File: config.mk
export PLATFORM = sky130hd
export DESIGN_NAME = attack_release_hysteresis_envelope_flat
export DESIGN_NICKNAME = d
export VERILOG_FILES = /design/src/design/arhe_pkg.sv /design/src/design/arhe_if.sv /design/src/design/arhe_cfg_regs.sv /design/src/design/attack_release_hysteresis_envelope.sv /design/src/flat_wrapper.sv
export SDC_FILE = /design/constraint.sdc
export NUM_CORES = 2
export LEC_CHECK = 0
export ABC_AREA = 1
export BUFFER_PORTS_ARGS = -buffer_cell sky130_fd_sc_hd__buf_2
export CAP_MARGIN = 30
export CORE_MARGIN = 1
export CORE_UTILIZATION = 67
export CTS_CLUSTER_SIZE = 20
export DETAILED_ROUTE_END_ITERATION = 16
export MAX_ROUTING_LAYER = met4
export PLACE_DENSITY = 0.84
export SYNTH_ARGS = -nofsm -noshare
export SYNTH_HDL_FRONTEND = slang
export SYNTH_SLANG_ARGS = --single-unit
File: constraint.sdc
create_clock -name clk_i -period 13.1 [get_ports clk_i]
set_clock_uncertainty 0.15 [all_clocks]
set_input_delay 2.62 -clock clk_i [delete_from_list [all_inputs] [get_ports clk_i]]
set_output_delay 2.62 -clock clk_i [all_outputs]
set_load 0.05 [all_outputs]
File: src/design/arhe_pkg.sv
// Package for the attack/release hysteresis envelope smoother.
// Holds field widths, register map codes, item and configuration types.
// No dependencies.
package arhe_pkg;

  // Field widths
  localparam int unsigned CHAN_W   = 3;
  localparam int unsigned SAMPLE_W = 24;
  localparam int unsigned COEF_W   = 16;

  // Default channel count
  localparam int unsigned CHANNELS_DEF = 8;

  // Q1.15 unity
  localparam logic [COEF_W-1:0] ONE_Q15 = 16'd32768;

  // Fraction bits of the coefficients: the final shift is by 15
  localparam int unsigned FRAC_BITS = 15;

  // Saturation limits of the sample range
  localparam logic signed [SAMPLE_W-1:0] SAMPLE_MAX = 24'sh7FFFFF;
  localparam logic signed [SAMPLE_W-1:0] SAMPLE_MIN = 24'sh800000;

  // APB port geometry
  localparam int unsigned PADDR_W = 4;
  localparam int unsigned PDATA_W = 32;

  // Register map, word index into the register list
  typedef enum logic [1:0] {
    REG_ATTACK_FACTOR  = 2'd0,
    REG_RELEASE_FACTOR = 2'd1,
    REG_ATTACK_RATIO   = 2'd2,
    REG_RELEASE_RATIO  = 2'd3
  } reg_idx_e;

  // Configuration bundle from the register file to the datapath
  typedef struct packed {
    logic [COEF_W-1:0] attack_factor;
    logic [COEF_W-1:0] release_factor;
    logic [COEF_W-1:0] attack_threshold_ratio;
    logic [COEF_W-1:0] release_threshold_ratio;
  } cfg_t;

  // Input transaction payload
  typedef struct packed {
    logic [CHAN_W-1:0]          channel_index;
    logic signed [SAMPLE_W-1:0] sample_in;
  } in_item_t;

  // Output transaction payload
  typedef struct packed {
    logic [CHAN_W-1:0]          channel_out;
    logic signed [SAMPLE_W-1:0] envelope_out;
  } out_item_t;

endpackage

File: src/design/arhe_if.sv
// Valid/ready stream interfaces for the envelope smoother.
// Depends on arhe_pkg for the payload types.

// Sample stream: channel number and sample
interface arhe_in_if;
  logic               valid;
  logic               ready;
  arhe_pkg::in_item_t data;

  modport source (output valid, output data, input ready);
  modport sink   (input valid, input data, output ready);
endinterface

// Result stream: channel number and smoothed value
interface arhe_out_if;
  logic                valid;
  logic                ready;
  arhe_pkg::out_item_t data;

  modport source (output valid, output data, input ready);
  modport sink   (input valid, input data, output ready);
endinterface

File: src/design/arhe_cfg_regs.sv
// APB register file for the envelope smoother: blend factors and hysteresis ratios.
// Depends on arhe_pkg for the register map and the configuration bundle.
module arhe_cfg_regs (
  input  logic                          clk_i,
  input  logic                          rst_ni,
  input  logic                          psel,
  input  logic                          penable,
  input  logic                          pwrite,
  input  logic [arhe_pkg::PADDR_W-1:0]  paddr,
  input  logic [arhe_pkg::PDATA_W-1:0]  pwdata,
  output logic [arhe_pkg::PDATA_W-1:0]  prdata,
  output logic                          pready,
  output arhe_pkg::cfg_t                cfg_o
);

  arhe_pkg::cfg_t     cfg_q;
  arhe_pkg::reg_idx_e reg_idx;
  logic               wr_en;

  assign pready  = 1'b1;
  assign reg_idx = arhe_pkg::reg_idx_e'(paddr[3:2]);
  assign wr_en   = psel && penable && pwrite;

  // Write the addressed register in the access phase
  always_ff @(posedge clk_i or negedge rst_ni) begin
    if (!rst_ni) begin
      cfg_q.attack_factor           <= '0;
      cfg_q.release_factor          <= '0;
      cfg_q.attack_threshold_ratio  <= arhe_pkg::ONE_Q15;
      cfg_q.release_threshold_ratio <= arhe_pkg::ONE_Q15;
    end else if (wr_en) begin
      case (reg_idx)
        arhe_pkg::REG_ATTACK_FACTOR:  cfg_q.attack_factor <= pwdata[arhe_pkg::COEF_W-1:0];
        arhe_pkg::REG_RELEASE_FACTOR: cfg_q.release_factor <= pwdata[arhe_pkg::COEF_W-1:0];
        arhe_pkg::REG_ATTACK_RATIO: begin
          cfg_q.attack_threshold_ratio <= pwdata[arhe_pkg::COEF_W-1:0];
        end
        arhe_pkg::REG_RELEASE_RATIO: begin
          cfg_q.release_threshold_ratio <= pwdata[arhe_pkg::COEF_W-1:0];
        end
        default: ;
      endcase
    end
  end

  // Read back the addressed register
  always_comb begin
    case (reg_idx)
      arhe_pkg::REG_ATTACK_FACTOR:  prdata = arhe_pkg::PDATA_W'(cfg_q.attack_factor);
      arhe_pkg::REG_RELEASE_FACTOR: prdata = arhe_pkg::PDATA_W'(cfg_q.release_factor);
      arhe_pkg::REG_ATTACK_RATIO:   prdata = arhe_pkg::PDATA_W'(cfg_q.attack_threshold_ratio);
      arhe_pkg::REG_RELEASE_RATIO:  prdata = arhe_pkg::PDATA_W'(cfg_q.release_threshold_ratio);
      default:                      prdata = '0;
    endcase
  end

  assign cfg_o = cfg_q;

endmodule

File: src/design/attack_release_hysteresis_envelope.sv
// Top level of the attack/release envelope smoother with hysteresis.
// Depends on arhe_pkg, arhe_if (stream interfaces) and arhe_cfg_regs.
//
// One sample enters and one smoothed value leaves per clock while out_o.ready
// holds; a sample passes the sample register, then the result register. The
// per-channel state lives in a small memory read when a sample is accepted;
// the value written by the item just ahead is forwarded, so samples of the
// same channel may follow each other directly. A channel number at or above
// CHANNELS leaves all state alone and yields zero. Between the sample and the
// result register sit two hysteresis and two blend multiplies in parallel,
// then selection, rounding and saturation; this path sets the clock rate.
// The user must write configuration registers over APB only while the block
// is idle (not enforced by the block); after reset every channel reads zero.
module attack_release_hysteresis_envelope #(
  parameter int unsigned CHANNELS = arhe_pkg::CHANNELS_DEF
) (
  input  logic                         clk_i,
  input  logic                         rst_ni,
  arhe_in_if.sink                      in_i,
  arhe_out_if.source                   out_o,
  input  logic                         psel,
  input  logic                         penable,
  input  logic                         pwrite,
  input  logic [arhe_pkg::PADDR_W-1:0] paddr,
  input  logic [arhe_pkg::PDATA_W-1:0] pwdata,
  output logic [arhe_pkg::PDATA_W-1:0] prdata,
  output logic                         pready
);

  localparam int unsigned SW    = arhe_pkg::SAMPLE_W;
  localparam int unsigned CW    = arhe_pkg::COEF_W;
  localparam int unsigned AW    = (CHANNELS > 1) ? $clog2(CHANNELS) : 1;
  localparam int unsigned CMP_W = SW + CW + 1;   // prev * ratio, signed
  localparam int unsigned ACC_W = SW + CW + 3;   // blend accumulator
  localparam int unsigned RND_W = ACC_W - arhe_pkg::FRAC_BITS;

  arhe_pkg::cfg_t cfg;

  arhe_cfg_regs u_cfg_regs (
    .clk_i   (clk_i),
    .rst_ni  (rst_ni),
    .psel    (psel),
    .penable (penable),
    .pwrite  (pwrite),
    .paddr   (paddr),
    .pwdata  (pwdata),
    .prdata  (prdata),
    .pready  (pready),
    .cfg_o   (cfg)
  );

  // Handshake and pipeline control
  logic in_acc;
  logic s1_go;
  logic s1_valid_q;
  logic out_valid_q;

  // Sample stage
  logic [arhe_pkg::CHAN_W-1:0] s1_chan_q;
  logic signed [SW-1:0]        s1_sample_q;
  logic                        s1_in_range_q;
  logic signed [SW-1:0]        s1_rdata_q;
  logic                        s1_written_q;
  logic                        s1_fwd_q;
  logic signed [SW-1:0]        s1_fwd_data_q;

  // State store
  logic signed [SW-1:0] state_mem [CHANNELS];
  logic [CHANNELS-1:0]  written_q;
  logic [AW-1:0]        rd_addr;
  logic                 rd_in_range;
  logic [AW-1:0]        wr_addr;
  logic                 wr_en;

  // Datapath
  logic signed [SW-1:0]    prev;
  logic signed [CMP_W-1:0] prev_att;
  logic signed [CMP_W-1:0] prev_rel;
  logic signed [CMP_W-1:0] sample_sc;
  logic signed [SW:0]      diff;
  logic signed [ACC_W-1:0] acc_att;
  logic signed [ACC_W-1:0] acc_rel;
  logic signed [ACC_W-1:0] acc_sel;
  logic signed [RND_W-1:0] rounded;
  logic signed [SW-1:0]    blended;
  logic                    attack_hit;
  logic                    release_hit;
  logic signed [SW-1:0]    next_value;

  arhe_pkg::out_item_t out_q;

  // Advance the sample stage when the result register is free or drains
  assign s1_go      = s1_valid_q && (!out_valid_q || out_o.ready);
  assign in_i.ready = !s1_valid_q || s1_go;
  assign in_acc     = in_i.valid && in_i.ready;

  assign rd_addr     = AW'(in_i.data.channel_index);
  assign rd_in_range = 32'(in_i.data.channel_index) < CHANNELS;
  assign wr_addr     = AW'(s1_chan_q);
  assign wr_en       = s1_go && s1_in_range_q;

  always_ff @(posedge clk_i or negedge rst_ni) begin
    if (!rst_ni) begin
      s1_valid_q  <= 1'b0;
      out_valid_q <= 1'b0;
    end else begin
      if (in_acc) begin
        s1_valid_q <= 1'b1;
      end else if (s1_go) begin
        s1_valid_q <= 1'b0;
      end
      if (s1_go) begin
        out_valid_q <= 1'b1;
      end else if (out_o.ready) begin
        out_valid_q <= 1'b0;
      end
    end
  end

  // Capture the sample, the stored value and the forwarding decision
  always_ff @(posedge clk_i) begin
    if (in_acc) begin
      s1_chan_q     <= in_i.data.channel_index;
      s1_sample_q   <= in_i.data.sample_in;
      s1_in_range_q <= rd_in_range;
      s1_rdata_q    <= state_mem[rd_addr];
      s1_written_q  <= rd_in_range && written_q[rd_addr];
      s1_fwd_q      <= wr_en && (wr_addr == rd_addr);
      s1_fwd_data_q <= next_value;
    end
  end

  // Store the new value of the channel
  always_ff @(posedge clk_i) begin
    if (wr_en) begin
      state_mem[wr_addr] <= next_value;
    end
  end

  // Mark channels that hold a stored value; the rest read as zero
  always_ff @(posedge clk_i or negedge rst_ni) begin
    if (!rst_ni) begin
      written_q <= '0;
    end else if (wr_en) begin
      written_q[wr_addr] <= 1'b1;
    end
  end

  // Pick the previous value: forwarded, stored or reset
  always_comb begin
    if (s1_fwd_q) begin
      prev = s1_fwd_data_q;
    end else if (s1_written_q) begin
      prev = s1_rdata_q;
    end else begin
      prev = '0;
    end
  end

  // Hysteresis tests: prev * ratio against sample * one
  assign prev_att  = CMP_W'(prev) * $signed({1'b0, cfg.attack_threshold_ratio});
  assign prev_rel  = CMP_W'(prev) * $signed({1'b0, cfg.release_threshold_ratio});
  assign sample_sc = CMP_W'(s1_sample_q) <<< arhe_pkg::FRAC_BITS;
  assign attack_hit  = prev_att < sample_sc;
  assign release_hit = prev_rel > sample_sc;

  // Blend as sample * one + f * (prev - sample), both factors in parallel
  assign diff    = (SW+1)'(prev) - (SW+1)'(s1_sample_q);
  assign acc_att = (ACC_W'(s1_sample_q) <<< arhe_pkg::FRAC_BITS)
                 + $signed({1'b0, cfg.attack_factor}) * ACC_W'(diff);
  assign acc_rel = (ACC_W'(s1_sample_q) <<< arhe_pkg::FRAC_BITS)
                 + $signed({1'b0, cfg.release_factor}) * ACC_W'(diff);
  assign acc_sel = attack_hit ? acc_att : acc_rel;

  // Round half up, then saturate to the sample range
  assign rounded = RND_W'((acc_sel + ACC_W'(1 << (arhe_pkg::FRAC_BITS - 1)))
                          >>> arhe_pkg::FRAC_BITS);

  always_comb begin
    if (rounded > RND_W'(arhe_pkg::SAMPLE_MAX)) begin
      blended = arhe_pkg::SAMPLE_MAX;
    end else if (rounded < RND_W'(arhe_pkg::SAMPLE_MIN)) begin
      blended = arhe_pkg::SAMPLE_MIN;
    end else begin
      blended = rounded[SW-1:0];
    end
  end

  // Attack wins over release; otherwise hold
  assign next_value = (attack_hit || release_hit) ? blended : prev;

  // Result register
  always_ff @(posedge clk_i) begin
    if (s1_go) begin
      out_q.channel_out  <= s1_chan_q;
      out_q.envelope_out <= s1_in_range_q ? next_value : '0;
    end
  end

  assign out_o.valid = out_valid_q;
  assign out_o.data  = out_q;

endmodule

File: src/flat_wrapper.sv
// flat-port wrapper written by rule: the top's interface ports become plain ports
module attack_release_hysteresis_envelope_flat 
#(
  parameter int unsigned CHANNELS = arhe_pkg::CHANNELS_DEF
)
  (clk_i, rst_ni, psel, penable, pwrite, paddr, pwdata, prdata, pready, in_i_valid, in_i_data, in_i_ready, out_o_valid, out_o_data, out_o_ready);
  arhe_in_if in_i_i ();
  arhe_out_if out_o_i ();
  input  logic clk_i;
  input  logic rst_ni;
  input  logic psel;
  input  logic penable;
  input  logic pwrite;
  input  logic [arhe_pkg::PADDR_W-1:0] paddr;
  input  logic [arhe_pkg::PDATA_W-1:0] pwdata;
  output logic [arhe_pkg::PDATA_W-1:0] prdata;
  output logic pready;
  input wire logic [$bits(in_i_i.valid)-1:0] in_i_valid;
  input wire logic [$bits(in_i_i.data)-1:0] in_i_data;
  output wire logic [$bits(in_i_i.ready)-1:0] in_i_ready;
  output wire logic [$bits(out_o_i.valid)-1:0] out_o_valid;
  output wire logic [$bits(out_o_i.data)-1:0] out_o_data;
  input wire logic [$bits(out_o_i.ready)-1:0] out_o_ready;
  assign in_i_i.valid = in_i_valid;
  assign in_i_i.data = in_i_data;
  assign in_i_ready = in_i_i.ready;
  assign out_o_valid = out_o_i.valid;
  assign out_o_data = out_o_i.data;
  assign out_o_i.ready = out_o_ready;
  attack_release_hysteresis_envelope #(.CHANNELS(CHANNELS)) u_core (.clk_i(clk_i), .rst_ni(rst_ni), .in_i(in_i_i), .out_o(out_o_i), .psel(psel), .penable(penable), .pwrite(pwrite), .paddr(paddr), .pwdata(pwdata), .prdata(prdata), .pready(pready));
endmodule
==> impl_summary.md <==
Route
The routed wire length is 231 mm. The post-detailed-route DRC marker count is 0. The count of nets left with antenna violations once routing finished came out at 0. In this run, the number of DRC markers left after iteration 0 of detailed routing was 6,730.

The pre-antenna-repair detailed-routing pass consisted of 6 iterations. The detailed-route wire length per cell is 21.8 µm. The final route contains 61,700 vias. The average via count per standard cell is 5.80.

Placed design
The count of buffers inserted at the top-level ports is 96. Once placement finished, the instance area stood at 0.0799 mm². The placement-stage worst setup slack is 0.896 ns. The detailed-placement wirelength estimate is 188 mm. The final estimated routing congestion in global placement is 1.04.

Timing
Setup repair after global routing left no endpoint under its margin. The final critical-path setup slack is 0.622 ns. The maximum clock frequency is 80.1 MHz.

The post-layout minimum cycle time is 12.48 ns. The final-report hold violation count is 0. Across all hold checks on the routed design, the worst slack comes to 0.311 ns. The final max-slew violation count is 0. The worst relative slew slack is 22.6%.

At the pin with the least slew margin, the transition time is 1.16 ns. Adding up every negative setup slack in the final design gives 0 ns. Setup violations remaining at the end of the flow were counted as 0. Of the available clock period, the critical path in the final layout requires 95.3%.

GRT
The residual overflow from global routing is 0. The wire length of the first global-routing pass is 360 mm. The via count of the first global-routing pass is 63,200. The global-route usage over all layers is 42.7%.

The number of antenna violations at the first check in global routing is 8. Entering global routing, the biggest net connects 101 pins.

Floorplanning
The number of placed I/O pins is 132. The initial utilization of the core area, before any placement, comes to 67.9%. The number of cell rows is 123.

The core region is 0.113 mm². The die height is 340 µm. The width of the die is 340 µm. The die covers 0.116 mm².

Worst setup path
At the worst endpoint, the required time is 13.19 ns. For this run, the slowest stage of the critical path takes 0.57 ns. The nature of the critical path endpoint is a register.

The critical path start-end classification is reg2reg. The critical path buffer and inverter count is 11. The most numerous cell type found on the critical path is nand2_1. The critical-path maximum fanout is 25. The category of the worst setup path launch point is a register.

On the critical path, the stage with the largest delay is an instance of nand2_1. The endpoint arrival time on the critical path is 12.57 ns. In this design, the largest share of critical-path delay is due to simple AND/OR/NAND/NOR gates.

Clocking
The clock tree buffer depth is 3. The TritonCTS clock tree is done. For the worst-skew pair, the clock arrives at the later sink with an insertion delay of 0.59 ns. CTS placed an instance of clkbuf_16 at the clock tree root. Clock tree synthesis inserted a total of 36 buffers. The clock-pin slew of the registers on the worst-case setup and hold paths is 0.06 ns. The total clock sinks is 370.

The count of H-tree levels built during CTS is 2.

Synthesis
The cell count after synthesis is 9,051. The async set-or-reset flop fraction in the synthesized netlist is 20.0%. Averaged over all synthesized cells, the footprint is 8.48 µm². For this run, the number of Yosys warnings is 0. The unique cell type count in the Yosys netlist is 60. By area the synthesized netlist is led by fa_1, edfxtp_1, inv_1, ha_1, nand2_1. The sequential-to-total area share from yosys stat is 14.0%. After synthesis the netlist holds a flip-flop and latch count of 370.

The biggest area contributor in the post-synthesis netlist is fa_1. The synthesized design contains 296 enable-type register cells. The cell area that synthesis handed to floorplanning was 0.0767 mm². After synthesis, the largest area contributor takes up 41.9% of total cell area. For this run, the leading register cell type out of synthesis is edfxtp_1.

Finish
The post-route netlist has 5.90% of its cells at a drive strength greater than 1. The area added between synthesis and finish is 5.81%. The library cells used most frequently in the layout, excluding fill and tap cells, are inv_1, fa_1, nand2_1, nor2_1, ha_1. The total number of nets in the final design is 11,300. The most common cell after layout, fill and taps aside is inv_1. The area of all placed cells without fillers is 0.0812 mm².

Run
Across the run, the number of max-cap violations was 0.

Run status
The flow ran to the end, and the final reports show no timing, DRC or antenna violations.

Hold path
The path class of the tightest hold or removal check is reg2reg.
[synthesized netlist by cell type (72+ instances only)]
cell      count
nor2_1     1103
o21ai_0     254
nand3_1     113
inv_1      2358
nand2_1    1606
a21oi_1     219
fa_1       1607
dfrtp_1      72
edfxtp_1    296
clkbuf_1    296
xor2_1       98
ha_1        502
[worst register-to-register path, delay by kind of cell, from the launching register on]
| family | cells | cell delay (ns) |
|---|---|---|
| flip-flops | 1 | 0.40 |
| AND/OR/NAND/NOR | 23 | 4.09 |
| adder cells (fa/ha/maj) | 8 | 3.75 |
| AO/OA/AOI/OAI | 8 | 1.55 |
| buffers and inverters | 11 | 1.81 |
| XOR/XNOR | 2 | 0.41 |
[worst paths after layout]
path,from,depth (start not counted),slack [ns],to
min reg2reg,u_core.written_q[4],1,0.31,u_core.written_q[4]
max,u_core.s1_fwd_q,52,0.62,u_core.state_mem[5][9]
max in group asynchronous,rst_ni,2,9.88,u_core.u_cfg_regs.cfg_o[35]
min in group asynchronous,rst_ni,1,1.77,u_core.written_q[3]
min,u_core.written_q[4],1,0.31,u_core.written_q[4]
max reg2reg,u_core.s1_fwd_q,52,0.62,u_core.state_mem[5][9]
[timing repair]
item                                    CTS  global route
buffers inserted                          0             0
endpoints found under the setup margin    0           230
resized for setup                         0             5
hold buffers                              0             0
[sequential cells by signal, indices dropped and copies added, names as in the netlist, 3 cells and up]
signal and flops:
u_core.state_mem 192, u_core.u_cfg_regs.cfg_o 64, u_core.out_o.data 27, u_core.s1_fwd_data_q 24
u_core.s1_rdata_q 24, u_core.s1_sample_q 24, u_core.written_q 8, u_core.s1_chan_q 3
[through the flow]
step	util (%)	instances
after floorplan	-	9066
after global placement	70.7	10600
after detailed placement	70.7	10600
after CTS	71.8	10600
after global routing	71.9	10600
final	71.9	10600
[logic make-up after synthesis]
family	Yosys count	synth area share, %
AO/OA/AOI/OAI	679	5.00
XOR/XNOR	154	1.77
adder cells (fa/ha/maj)	2109	50.1
buffers and inverters	2747	13.6
flip-flops	370	14.0
other	2	0.00979
AND/OR/NAND/NOR	2990	15.5
[per-layer routing]
layer,vias to the layer above,share of wire [%],track usage [%],routed length [µm]
li1,26500,-,-,-
met1,30500,37,56.4,85200
met2,3861,43,60.3,99600
met3,773,14,12.3,32100
met4,0,6.3,21.5,14600
met5,-,0,-,0
[cell type report]
class / count / area, µm²
sequential: 370 / 10700
fill: 8566 / 31800
inverter: 2402 / 9020
clock inverter: 18 / 204
timing repair buffer: 342 / 2550
antenna: 12 / 30.0
tap: 1500 / 1880
clock buffer: 47 / 983
multi-input combinational: 5949 / 55800
Power is left out: the tool's default activity adds up to more than one toggle a clock period on the data nets, which glitch-free logic cannot reach.
